$ cat src/hdl/sssd_pkg.sv
// ----------------------------------------------------------------------------
// sssd_pkg
// types, register map and protocol constants shared by the dump slave modules
// ----------------------------------------------------------------------------
package sssd_pkg;

  // apb register map
  localparam int unsigned ADDR_W = 5;
  localparam logic [2:0] REG_START_MARKER = 3'd0;
  localparam logic [2:0] REG_END_MARKER   = 3'd1;
  localparam logic [2:0] REG_ERROR_CODE   = 3'd2;
  localparam logic [2:0] REG_READY_CODE   = 3'd3;
  localparam logic [2:0] REG_BUSY_CODE    = 3'd4;
  localparam logic [2:0] REG_OK_CODE      = 3'd5;

  // protocol modes
  localparam logic [1:0] MODE_WAIT = 2'd0;
  localparam logic [1:0] MODE_WORK = 2'd1;
  localparam logic [1:0] MODE_ERR  = 2'd2;

  // counters and pad bytes
  localparam logic [4:0] WAIT_LOAD   = 5'd31;
  localparam logic [3:0] PAD_MAX     = 4'd15;
  localparam logic [3:0] PAD_ZERO_AT = 4'd2;
  localparam logic [3:0] PAD_LIMIT   = 4'd10;
  localparam logic [7:0] PAD_BYTE    = 8'hFF;
  localparam logic [7:0] ZERO_BYTE   = 8'h00;

  typedef struct packed {
    logic [7:0] rx_byte;
    logic       buffer_ready;
    logic       has_next;
    logic [7:0] next_byte;
  } in_item_t;

  typedef struct packed {
    logic       tx_valid;
    logic [7:0] tx_byte;
    logic       last_of_step;
    logic [1:0] mode;
    logic       green_lamp;
    logic       red_lamp;
    logic       pause_sampling;
    logic       resume_sampling;
    logic       consume_buffer;
  } out_item_t;

  typedef struct packed {
    logic [31:0] start_marker;
    logic [31:0] end_marker;
    logic [7:0]  error_code;
    logic [7:0]  ready_code;
    logic [7:0]  busy_code;
    logic [7:0]  ok_code;
  } cfg_t;

  typedef struct packed {
    logic [31:0] hist;
    logic [1:0]  mode;
    logic [4:0]  start_timeout;
    logic [4:0]  busy_retries;
    logic [3:0]  pad;
    logic        seen;
    logic        green;
    logic        red;
  } proto_state_t;

  // everything one received byte produces
  typedef struct packed {
    logic            tx_any;
    logic [1:0]      cnt;
    logic [2:0][7:0] bytes;
    logic [1:0]      mode;
    logic            green;
    logic            red;
    logic            pause;
    logic            resume;
    logic            consume;
  } step_res_t;

endpackage

$ cat src/hdl/sssd_regs.sv
// ----------------------------------------------------------------------------
// sssd_regs
// apb register file holding the markers and reply codes
// ----------------------------------------------------------------------------
module sssd_regs (
  input  logic                       clk,
  input  logic                       rst,
  input  logic                       psel,
  input  logic                       penable,
  input  logic                       pwrite,
  input  logic [sssd_pkg::ADDR_W-1:0] paddr,
  input  logic [31:0]                pwdata,
  output logic [31:0]                prdata,
  output logic                       pready,
  output sssd_pkg::cfg_t             cfg
);

  logic       wr_en;
  logic [2:0] idx;

  assign pready = 1'b1;
  assign wr_en  = psel & penable & pwrite;
  assign idx    = paddr[sssd_pkg::ADDR_W-1:2];

  always_ff @(posedge clk) begin
    if (rst) begin
      cfg <= '0;
    end else if (wr_en) begin
      case (idx)
        sssd_pkg::REG_START_MARKER: cfg.start_marker <= pwdata;
        sssd_pkg::REG_END_MARKER:   cfg.end_marker   <= pwdata;
        sssd_pkg::REG_ERROR_CODE:   cfg.error_code   <= pwdata[7:0];
        sssd_pkg::REG_READY_CODE:   cfg.ready_code   <= pwdata[7:0];
        sssd_pkg::REG_BUSY_CODE:    cfg.busy_code    <= pwdata[7:0];
        sssd_pkg::REG_OK_CODE:      cfg.ok_code      <= pwdata[7:0];
        default: ;
      endcase
    end
  end

  always_comb begin
    case (idx)
      sssd_pkg::REG_START_MARKER: prdata = cfg.start_marker;
      sssd_pkg::REG_END_MARKER:   prdata = cfg.end_marker;
      sssd_pkg::REG_ERROR_CODE:   prdata = {24'd0, cfg.error_code};
      sssd_pkg::REG_READY_CODE:   prdata = {24'd0, cfg.ready_code};
      sssd_pkg::REG_BUSY_CODE:    prdata = {24'd0, cfg.busy_code};
      sssd_pkg::REG_OK_CODE:      prdata = {24'd0, cfg.ok_code};
      default:                    prdata = 32'd0;
    endcase
  end

endmodule

$ cat src/hdl/sssd_step.sv
// ----------------------------------------------------------------------------
// sssd_step
// protocol state and the per-byte wait / work / error handler chain
// ----------------------------------------------------------------------------
module sssd_step (
  input  logic                clk,
  input  logic                rst,
  input  logic                commit,
  input  sssd_pkg::in_item_t  item,
  input  sssd_pkg::cfg_t      cfg,
  output sssd_pkg::step_res_t res
);

  sssd_pkg::proto_state_t st;
  sssd_pkg::proto_state_t st_next;
  logic [31:0]     hist;
  logic            start_hit;
  logic            end_hit;
  logic [1:0]      e_cnt;
  logic [2:0][7:0] bl;
  logic            pause;
  logic            resume;
  logic            consume;

  always_comb begin
    hist      = {st.hist[23:0], item.rx_byte};
    start_hit = (hist == cfg.start_marker);
    end_hit   = (hist == cfg.end_marker);
    st_next   = st;
    st_next.hist = hist;
    pause     = 1'b0;
    resume    = 1'b0;
    consume   = 1'b0;
    e_cnt     = 2'd0;
    bl        = '0;

    // error byte from the master forces error mode first
    if (hist[7:0] == cfg.error_code) begin
      st_next.mode = sssd_pkg::MODE_ERR;
    end

    // waiting handler
    if (st_next.mode == sssd_pkg::MODE_WAIT) begin
      if (!start_hit) begin
        if (st.start_timeout == 5'd0) begin
          st_next.start_timeout = sssd_pkg::WAIT_LOAD;
          st_next.mode          = sssd_pkg::MODE_ERR;
        end else begin
          st_next.start_timeout = st.start_timeout - 5'd1;
        end
      end else begin
        st_next.start_timeout = sssd_pkg::WAIT_LOAD;
        st_next.seen          = item.buffer_ready;
        if (item.buffer_ready) begin
          pause          = 1'b1;
          st_next.mode   = sssd_pkg::MODE_WORK;
          st_next.green  = 1'b1;
          bl[e_cnt]      = cfg.ready_code;
          e_cnt          = e_cnt + 2'd1;
        end else if (st.busy_retries == 5'd0) begin
          st_next.busy_retries = sssd_pkg::WAIT_LOAD;
          st_next.mode         = sssd_pkg::MODE_ERR;
        end else begin
          st_next.busy_retries = st.busy_retries - 5'd1;
          bl[e_cnt]            = cfg.busy_code;
          e_cnt                = e_cnt + 2'd1;
        end
      end
    end

    // working handler
    if (st_next.mode == sssd_pkg::MODE_WORK) begin
      if (end_hit) begin
        st_next.pad   = 4'd0;
        st_next.mode  = sssd_pkg::MODE_WAIT;
        st_next.green = 1'b0;
        consume       = 1'b1;
        resume        = 1'b1;
      end else begin
        if (item.has_next) begin
          bl[e_cnt] = item.next_byte;
          consume   = 1'b1;
        end else begin
          bl[e_cnt] = (st.pad == sssd_pkg::PAD_ZERO_AT) ? sssd_pkg::ZERO_BYTE
                                                       : sssd_pkg::PAD_BYTE;
          if (st.pad != sssd_pkg::PAD_MAX) begin
            st_next.pad = st.pad + 4'd1;
          end
        end
        e_cnt = e_cnt + 2'd1;
        if (st_next.pad >= sssd_pkg::PAD_LIMIT) begin
          st_next.mode = sssd_pkg::MODE_ERR;
        end
      end
    end

    // error handler
    if (st_next.mode == sssd_pkg::MODE_ERR) begin
      st_next.red = 1'b0;
      if (end_hit) begin
        st_next.mode = sssd_pkg::MODE_WAIT;
        st_next.red  = 1'b1;
        bl[e_cnt]    = cfg.ok_code;
        consume      = consume | st_next.seen;
        resume       = 1'b1;
      end else begin
        bl[e_cnt]    = cfg.error_code;
      end
      e_cnt = e_cnt + 2'd1;
    end

    res.tx_any  = (e_cnt != 2'd0);
    res.cnt     = (e_cnt == 2'd0) ? 2'd1 : e_cnt;
    res.bytes   = bl;
    res.mode    = st_next.mode;
    res.green   = st_next.green;
    res.red     = st_next.red;
    res.pause   = pause;
    res.resume  = resume;
    res.consume = consume;
  end

  always_ff @(posedge clk) begin
    if (rst) begin
      st.hist          <= 32'd0;
      st.mode          <= sssd_pkg::MODE_WAIT;
      st.start_timeout <= sssd_pkg::WAIT_LOAD;
      st.busy_retries  <= sssd_pkg::WAIT_LOAD;
      st.pad           <= 4'd0;
      st.seen          <= 1'b0;
      st.green         <= 1'b0;
      st.red           <= 1'b1;
    end else if (commit) begin
      st <= st_next;
    end
  end

  // the end marker always leaves the protocol waiting
  a_end_to_wait: assert property (@(posedge clk) disable iff (rst)
    commit && end_hit &&
    (st.mode == sssd_pkg::MODE_WAIT || st.mode == sssd_pkg::MODE_WORK ||
     st.mode == sssd_pkg::MODE_ERR)
    |=> st.mode == sssd_pkg::MODE_WAIT)
    else $error("end marker did not return to waiting");

  // a step that ends in error mode ran the error handler, red lamp is off
  a_err_red_off: assert property (@(posedge clk) disable iff (rst)
    commit && res.mode == sssd_pkg::MODE_ERR |-> !res.red)
    else $error("red lamp lit in error mode");

endmodule

$ cat src/hdl/sssd_drain.sv
// ----------------------------------------------------------------------------
// sssd_drain
// step result slot and output register, one transmit word per cycle while out_ready is high
// ----------------------------------------------------------------------------
module sssd_drain (
  input  logic                clk,
  input  logic                rst,
  input  logic                load,
  input  sssd_pkg::step_res_t res,
  output logic                slot_free,
  output logic                out_valid,
  input  logic                out_ready,
  output sssd_pkg::out_item_t out_data
);

  logic                slot_valid;
  sssd_pkg::step_res_t slot;
  logic [1:0]          slot_idx;
  logic                slot_last;
  logic                out_load;
  logic [7:0]          word_byte;

  assign out_load  = slot_valid & (~out_valid | out_ready);
  assign slot_last = ((slot_idx + 2'd1) == slot.cnt);
  assign slot_free = ~slot_valid | (out_load & slot_last);

  always_comb begin
    case (slot_idx)
      2'd0:    word_byte = slot.bytes[0];
      2'd1:    word_byte = slot.bytes[1];
      2'd2:    word_byte = slot.bytes[2];
      default: word_byte = sssd_pkg::ZERO_BYTE;
    endcase
  end

  always_ff @(posedge clk) begin
    if (rst) begin
      slot_valid <= 1'b0;
      slot_idx   <= 2'd0;
    end else if (load) begin
      slot_valid <= 1'b1;
      slot_idx   <= 2'd0;
    end else if (out_load) begin
      if (slot_last) begin
        slot_valid <= 1'b0;
      end else begin
        slot_idx <= slot_idx + 2'd1;
      end
    end
  end

  always_ff @(posedge clk) begin
    if (load) begin
      slot <= res;
    end
  end

  always_ff @(posedge clk) begin
    if (rst) begin
      out_valid <= 1'b0;
    end else if (out_load) begin
      out_valid <= 1'b1;
    end else if (out_ready) begin
      out_valid <= 1'b0;
    end
  end

  always_ff @(posedge clk) begin
    if (out_load) begin
      out_data.tx_valid        <= slot.tx_any;
      out_data.tx_byte         <= word_byte;
      out_data.last_of_step    <= slot_last;
      out_data.mode            <= slot.mode;
      out_data.green_lamp      <= slot.green;
      out_data.red_lamp        <= slot.red;
      out_data.pause_sampling  <= slot.pause;
      out_data.resume_sampling <= slot.resume;
      out_data.consume_buffer  <= slot.consume;
    end
  end

  // the read position never passes the number of words in the slot
  a_idx_range: assert property (@(posedge clk) disable iff (rst)
    slot_valid |-> slot_idx < slot.cnt)
    else $error("slot index past word count");

  // a silent step gives exactly one word, which closes the step
  a_silent_last: assert property (@(posedge clk) disable iff (rst)
    out_valid && !out_data.tx_valid |-> out_data.last_of_step)
    else $error("silent word not marked last");

endmodule

$ cat src/hdl/spi_slave_sample_dump_protocol.sv
// ----------------------------------------------------------------------------
// spi_slave_sample_dump_protocol
// slave side of the sample dump exchange: one received byte in, its replies out
// ----------------------------------------------------------------------------
// Each accepted word is one byte received from the spi master together with
// the sample buffer status. The byte is shifted into a 32-bit history and the
// waiting, working and error handlers run on it in that order, so one byte can
// pass through several of them and yield up to three transmit words. A byte
// that writes nothing still yields one word with tx_valid low that carries the
// lamp levels and the sampling / consume pulses. Every word of a byte carries
// the same mode, lamps and pulses; last_of_step marks the final one. Data path:
// an input register, the handler logic, a result slot and an output register,
// in that order. The output register sends one word per cycle while out_ready
// is high, so a byte holds it until all its words are sent, and the input side
// keeps accepting a byte every cycle as long as each byte yields one word and
// the output keeps up. Markers and reply codes sit in apb registers at byte
// addresses 0x00 (start marker), 0x04 (end marker), 0x08 (error code), 0x0c
// (ready code), 0x10 (busy code), 0x14 (ok code); all reset to zero. The user
// writes them only while the block is idle; the block does not enforce it.
// ----------------------------------------------------------------------------
module spi_slave_sample_dump_protocol (
  input  logic                        clk,
  input  logic                        rst,
  // received byte channel
  input  logic                        in_valid,
  output logic                        in_ready,
  input  sssd_pkg::in_item_t          in_data,
  // transmit word channel
  output logic                        out_valid,
  input  logic                        out_ready,
  output sssd_pkg::out_item_t         out_data,
  // configuration
  input  logic                        psel,
  input  logic                        penable,
  input  logic                        pwrite,
  input  logic [sssd_pkg::ADDR_W-1:0] paddr,
  input  logic [31:0]                 pwdata,
  output logic [31:0]                 prdata,
  output logic                        pready
);

  sssd_pkg::cfg_t      cfg;
  sssd_pkg::in_item_t  in_r;
  logic                in_valid_r;
  sssd_pkg::step_res_t res;
  logic                slot_free;
  logic                commit;

  // a held byte moves into the result slot once the slot is empty or drains its last word
  assign commit   = in_valid_r & slot_free;
  // input register refills in the same cycle it hands its byte on
  assign in_ready = ~in_valid_r | commit;

  always_ff @(posedge clk) begin
    if (rst) begin
      in_valid_r <= 1'b0;
    end else if (in_valid && in_ready) begin
      in_valid_r <= 1'b1;
    end else if (commit) begin
      in_valid_r <= 1'b0;
    end
  end

  always_ff @(posedge clk) begin
    if (in_valid && in_ready) begin
      in_r <= in_data;
    end
  end

  // marker and reply code registers
  sssd_regs u_regs (
    .clk     (clk),
    .rst     (rst),
    .psel    (psel),
    .penable (penable),
    .pwrite  (pwrite),
    .paddr   (paddr),
    .pwdata  (pwdata),
    .prdata  (prdata),
    .pready  (pready),
    .cfg     (cfg)
  );

  // handler chain and protocol state, advanced on commit
  sssd_step u_step (
    .clk    (clk),
    .rst    (rst),
    .commit (commit),
    .item   (in_r),
    .cfg    (cfg),
    .res    (res)
  );

  // result slot unrolled into transmit words
  sssd_drain u_drain (
    .clk       (clk),
    .rst       (rst),
    .load      (commit),
    .res       (res),
    .slot_free (slot_free),
    .out_valid (out_valid),
    .out_ready (out_ready),
    .out_data  (out_data)
  );

endmodule
$ cat config.mk
export PLATFORM = sky130hd
export DESIGN_NAME = spi_slave_sample_dump_protocol
export DESIGN_NICKNAME = d
export VERILOG_FILES = /design/src/hdl/sssd_pkg.sv /design/src/hdl/sssd_regs.sv /design/src/hdl/sssd_step.sv /design/src/hdl/sssd_drain.sv /design/src/hdl/spi_slave_sample_dump_protocol.sv
export SDC_FILE = /design/constraint.sdc
export NUM_CORES = 1
export LEC_CHECK = 0
export ABC_AREA = 1
export BUFFER_PORTS_ARGS = -buffer_cell sky130_fd_sc_hd__buf_4
export CORE_MARGIN = 5
export CORE_UTILIZATION = 45
export DETAILED_ROUTE_END_ITERATION = 12
export HOLD_SLACK_MARGIN = 0.03
export PLACE_DENSITY = 0.72
export SLEW_MARGIN = 40
export SYNTH_ARGS = -nofsm -noshare
export SYNTH_HDL_FRONTEND = slang
export SYNTH_SLANG_ARGS = --single-unit
$ cat constraint.sdc
create_clock -name clk -period 6.14 [get_ports clk]
set_input_delay 0.614 -clock clk [delete_from_list [all_inputs] [get_ports clk]]
set_output_delay 0.614 -clock clk [all_outputs]
set_load 0.005 [all_outputs]
Word-level counts from Yosys, hierarchy flattened --
Index checks and enable logic that the tools add are counted.
Operators by class: $lt $le $gt $ge 5, $add $sub $neg 6, eq/ne operators 15, bitwise operators 14, muxes and demuxes 70, reduce and logical (&&, ||, !) cells 27
Operators by type and width (number):
- $pmux 32 s6 | 1
- $mux 24 | 5
- $bwmux 24 | 4
- $eq 32x32->1 | 2
- $mux 8 | 7
- $mux 2 | 17
- $demux 8 s2 | 2
- $pmux 8 s3 | 1
- $mux 1 | 22
- $reduce_and 2->1 | 11
- $mux 4 | 5
- $mux 5 | 4
- $mux 12 | 1
- $logic_not 5->1 | 2
- $reduce_bool 2->1 | 5
- $sub 5x1->5 const B | 2
- $eq 8x8->1 | 1
- $mux 7 | 1
- $add 2x1->2 const B | 3
- $eq 3x2->1 const B | 2
- $eq 3x3->1 const B | 2
- $logic_not 2->1 | 3
- $lt 2x3->1 const B | 2
- $and 1x1->1 | 5
- 15 further kinds | 27
Word-level totals: bits in registers 213, output and inout bits 52, word-level logic and storage cells 179

Depth between registers and ports, before layout --
depth in word-level cells 16, gate-level depth with buffers 21, gate-level depth less buffers 21

Cells and area by module --
Synthesis repeated with hierarchy kept, for this count alone.
Second synthesis, totals: cells, all modules 1668, area total of the unflattened synthesis 11737.5 µm²
Modules (own cells, without submodules):
- sssd_regs | cells each 752, sequential area each 1921.8 µm², area an instance 4695.8 µm², times used 1
- sssd_step | cells each 748, sequential area each 860.8 µm², area an instance 4411.7 µm², times used 1
- sssd_drain | cells each 142, sequential area each 1611.5 µm², area an instance 2034.5 µm², times used 1
- spi_slave_sample_dump_protocol | cells each 26, sequential area each 560.5 µm², area an instance 595.6 µm², times used 1

Worst setup path before layout --
Ideal clock, no wire load.
kind reg-to-reg, start reg u_drain.slot_idx[0], end reg u_step.hist[12] (netlist name), period minus slack after synthesis 3.023 ns, setup slack 3.117 ns, cell stages (with the launch flop) 12, buffers on the path 1, arrival 2.894 ns, library setup time 0.128 ns, path through dfxtp_1 -> inv_1 -> ha_1 -> or2_0 -> a21o_1 -> o21ai_1 -> nand2_1 -> inv_1 -> nor2_1 -> clkinv_1 -> buf_2 -> o22ai_1
On the way: word-level cells in the longest chain between the ends 5
Ends and longest elaborated chain:
- start, declared | RTL line sssd_drain.sv:18 | logic [1:0] slot_idx;
- start signal, assigned | RTL line sssd_drain.sv:47 | slot_idx <= slot_idx + 2'd1;
- $add 2x1->2 | RTL line sssd_drain.sv:24 | assign slot_last = ((slot_idx + 2'd1) == slot.cnt);
- $eq 2x2->1 | RTL line sssd_drain.sv:24
- $and 1x1->1 | RTL line sssd_drain.sv:25 | assign slot_free = ~slot_valid | (out_load & slot_last);
- $or 1x1->1 | RTL line sssd_drain.sv:25
- $and 1x1->1 | RTL line spi_slave_sample_dump_protocol.sv:50 | assign commit = in_valid_r & slot_free;
- named net commit | RTL line spi_slave_sample_dump_protocol.sv:47 | logic commit;
The timed path passes the listed nets, and every way through them passes these cells. A chain may end at the register's enable or synchronous reset.

==> summary.md <==
- **net switching power figure** 0.749 mW
- **Mapped Cells** 1396
- **worst endpoint required time** 6.48 ns
- **critical register-to-register path startpoint** in_r[13]
- **critical path startpoint** in_r[13]
- **Nets** 1572
- **number of hold violations in the final report** 0
- **Clock Power Share** 46.0%
- **routed wire length** 28600 um
- **total power density per cell area** 259 nW/um^2
- **number of iterations in the first detailed-routing pass** 5
- **EDFF count, synth** 69
- **slew at the pin closest to its max-slew limit** 0.746 ns
- **final total negative setup slack** 0 ns
- **routability-driven placement congestion ratio** 0.913
- **die width** 163 um
- **clock transition at the registers of the reported paths** 0.06 ns
- **Chip Height** 163 um
- **top cells by area in the synthesized netlist** sky130_fd_sc_hd__dfxtp_1 (27%), sky130_fd_sc_hd__edfxtp_1 (20%), sky130_fd_sc_hd__nand2_1 (12%)
- **static leakage** 5.61 nW
- **CTS max path bufs** 3
- **maximum clock frequency** 284 MHz
- **top cell type's share of synthesized area** 27.3%
- **worst skew pair latency** 0.52 ns
- **Worst path most repeated cell** sky130_fd_sc_hd__nand2_1
- **endpoints failing setup** 0
- **clock tree root driver cell** sky130_fd_sc_hd__clkbuf_16
- **clock tree sinks** 213
- **area of the placeable core** 23300 sq um
- **layout cells sized above 1** 13.4%
- **yosys synthesis warning count** 0
- **CTS-repair resized insts** 0
- **Vias per Instance** 5.21
- **TritonCTS Buffers** 24
- **area overhead of the layout relative to synthesis** 18.2%
- **top-count cell post-synth** sky130_fd_sc_hd__nand2_1
- **Cell Int Power** 2.48 mW
- **mean post-synth cell area** 7.56 sq um
- **length in cells of the worst reg-to-reg path** 18
- **initial cell density of the core** 45.4%
- **largest driver fanout on the critical path** 12
- **number of unique standard cell types used by synthesis** 44
- **clock tree skew after final layout** 0.0159 ns
- **Detailed Route Iter0 Violations** 742
- **HPWL reported at the end of detailed placement** 20800 um
- **largest net degree at the start of global routing** 68
- **row cnt** 56
- **maximum vdd drop** 0.000204 V
- **outcome** completed
- **CP peak stage delay** 0.47 ns
- **endpoint of the worst hold-timing path** in_r[10]
- **type of destination of the critical path** flip-flop
- **switching fraction of total power** 23.2%
- **post-synthesis cell area** 10600 sq um
- **path type of the worst min-delay path** in2reg
- **dominant cell type by area after synthesis** sky130_fd_sc_hd__dfxtp_1
- **number of global-route vias before repair** 8934
- **routed length per placed instance** 15.6 um
- **Synth Register Bits** 213
- **DRC violation count after routing** 0
- **Max Cap Violations** 0
- **count of H-tree levels built during CTS** 1
- **setup repair after global routing missed its margin** no
- **nets in the synthesized netlist** 1472
- **sequential share of the synthesized area** 47.0%
- **async set-or-reset flop fraction in the synthesized netlist** 0%
- **cell type of the slowest stage on the worst timing path** sky130_fd_sc_hd__edfxtp_1
- **data arrival time of the critical path** 3.86 ns
- **via total after detailed routing** 9538
- **end of the worst register-to-register path** u_drain.slot[11]
- **portion of total power attributed to sequential cells** 47.0%
- **Final Critical Period** 3.52 ns
- **TritonCTS clock tree** done
- **quantity of hold-fixing buffers added after cts** 0
- **count of antenna diodes in the layout** 0
- **Startpoint Class** flip-flop
- **Filler cells** 2251
- **kind of critical path** reg2reg
- **number of buffer and inverter instances along the worst setup path** 4
- **family of cells with the greatest summed delay on the critical path** simple AND/OR/NAND/NOR gates
- **global-route wire length before repair** 46000 um
- **global router's overall resource usage** 21.2%
- **startpoint of the worst hold path** in_data[10]
- **cell chain of the critical path** xnor2_1, nand2_1, inv_1, nand2_1, nor2_1, nand2_1, nor2_4, nand3_1, inv_2, ha_1, inv_1, nand2_1, nand2_1, ha_1, nand3_4, inv_2, nor2_1, nor2_1
- **antenna violations before repair** 0
- **I/O pin cnt** 114
- **synth cell count leaders** sky130_fd_sc_hd__nand2_1 (327), sky130_fd_sc_hd__nor2_1 (225), sky130_fd_sc_hd__dfxtp_1 (144)
- **worst hold stages** 1
- **# Post-CTS Setup Buffers** 0
- **number of buffer cells added on primary ports** 110
- **R2R Setup Slk** 2.62 ns
- **final number of max-transition violations** 0
- **Main synth FF type** sky130_fd_sc_hd__dfxtp_1
- **dpl ws** 2.62 ns
- **max_slew headroom** 50.2%
- **post-route clock period utilization** 57.3%
- **relative contribution of combinational cells to total power** 7.0%
- **worst path setup slack after routing** 2.62 ns
- **Die Outline Area** 26600 sq um
- **total congestion overflow after global routing** 0
- **number of nets still failing antenna checks after routing** 0
## final cells by class
| class | instances | area [sq um] | share of cell area [%] |
|---|---|---|---|
| flip-flops and latches | 213 | 4950 | 39.7 |
| multi-input cells | 978 | 4820 | 38.6 |
| repair buffers | 118 | 886 | 7.10 |
| clock buffers | 32 | 641 | 5.14 |
| inverters | 161 | 604 | 4.85 |
| well taps | 319 | 399 | 3.20 |
| clock inverters | 11 | 171 | 1.37 |
## cell usage in the layout (no fill, tap or decap), drive strengths merged, types with 28 or more instances in the layout
master,count
dfxtp,144
o21ai,135
edfxtp,69
a21oi,53
xor2,30
buf,118
inv,157
o22ai,28
nand2,341
nor2,231
nand3,57
clkbuf,32
## power groups by stage
stage          Clock, mW  Combinational, mW  Sequential [mW]
6_report            1.48              0.226             1.52
2_1_floorplan          0              0.133             1.54
4_1_cts             1.50              0.224             1.52
3_5_place_dp           0              0.222             1.55
5_1_grt             1.56              0.251             1.52
3_3_place_gp           0              0.219             1.55
## cells by family after synthesis
group	Yosys count	share of synthesized area, %
and+or+nand+nor	656	25.8
AOI/OAI and AO/OA	253	13.6
DFF	213	47.0
buffers and inverters	205	7.46
xor gates and xnor gates	54	4.48
adders and majority gates	14	1.66
other	1	0.0355
## metrics by stage
step	cells	power [mW]	instance area [sq um]	hold slack [ns]	utilization [%]
after floorplan	1396	1.67	10600	0.400	-
after global placement	1789	1.77	11700	0.404	50.1
after detailed placement	1789	1.77	11700	0.405	50.1
after CTS	1832	3.24	12500	0.253	53.6
after global routing	1832	3.33	12500	0.250	53.6
final	1832	3.23	12500	0.263	53.6
## worst max path at each step
stage	endpoint	depth (start not counted)	slack (ns)
2_1_floorplan	u_step.hist[12]	11	3.12
3_3_place_gp	prdata[4]	9	2.52
3_5_place_dp	u_step.st[0]	12	2.62
4_1_cts	u_step.st[0]	12	2.60
5_1_grt	u_drain.slot[11]	18	2.28
6_report	u_drain.slot[11]	18	2.62
## metal layers
metal / GRT usage, % / vias to the layer above / part of all wire, %
li1: - / 4729 / -
met1: 29.9 / 4463 / 46
met2: 34.7 / 309 / 46
met3: 2.93 / 37 / 6.3
met4: 5.38 / 0 / 1.9
met5: 0 / - / 0
## flip-flops by register name, indices dropped and copies added (netlist names)
register and flops:
u_regs.cfg 96, u_drain.out_valid 1, u_drain.slot_valid 1, u_drain.out_data 17, in_valid_r 1, u_step.st 19, in_r 18, u_drain.slot 34
u_step.hist 24, u_drain.slot_idx 2
Power figures use the tool's default switching activity.
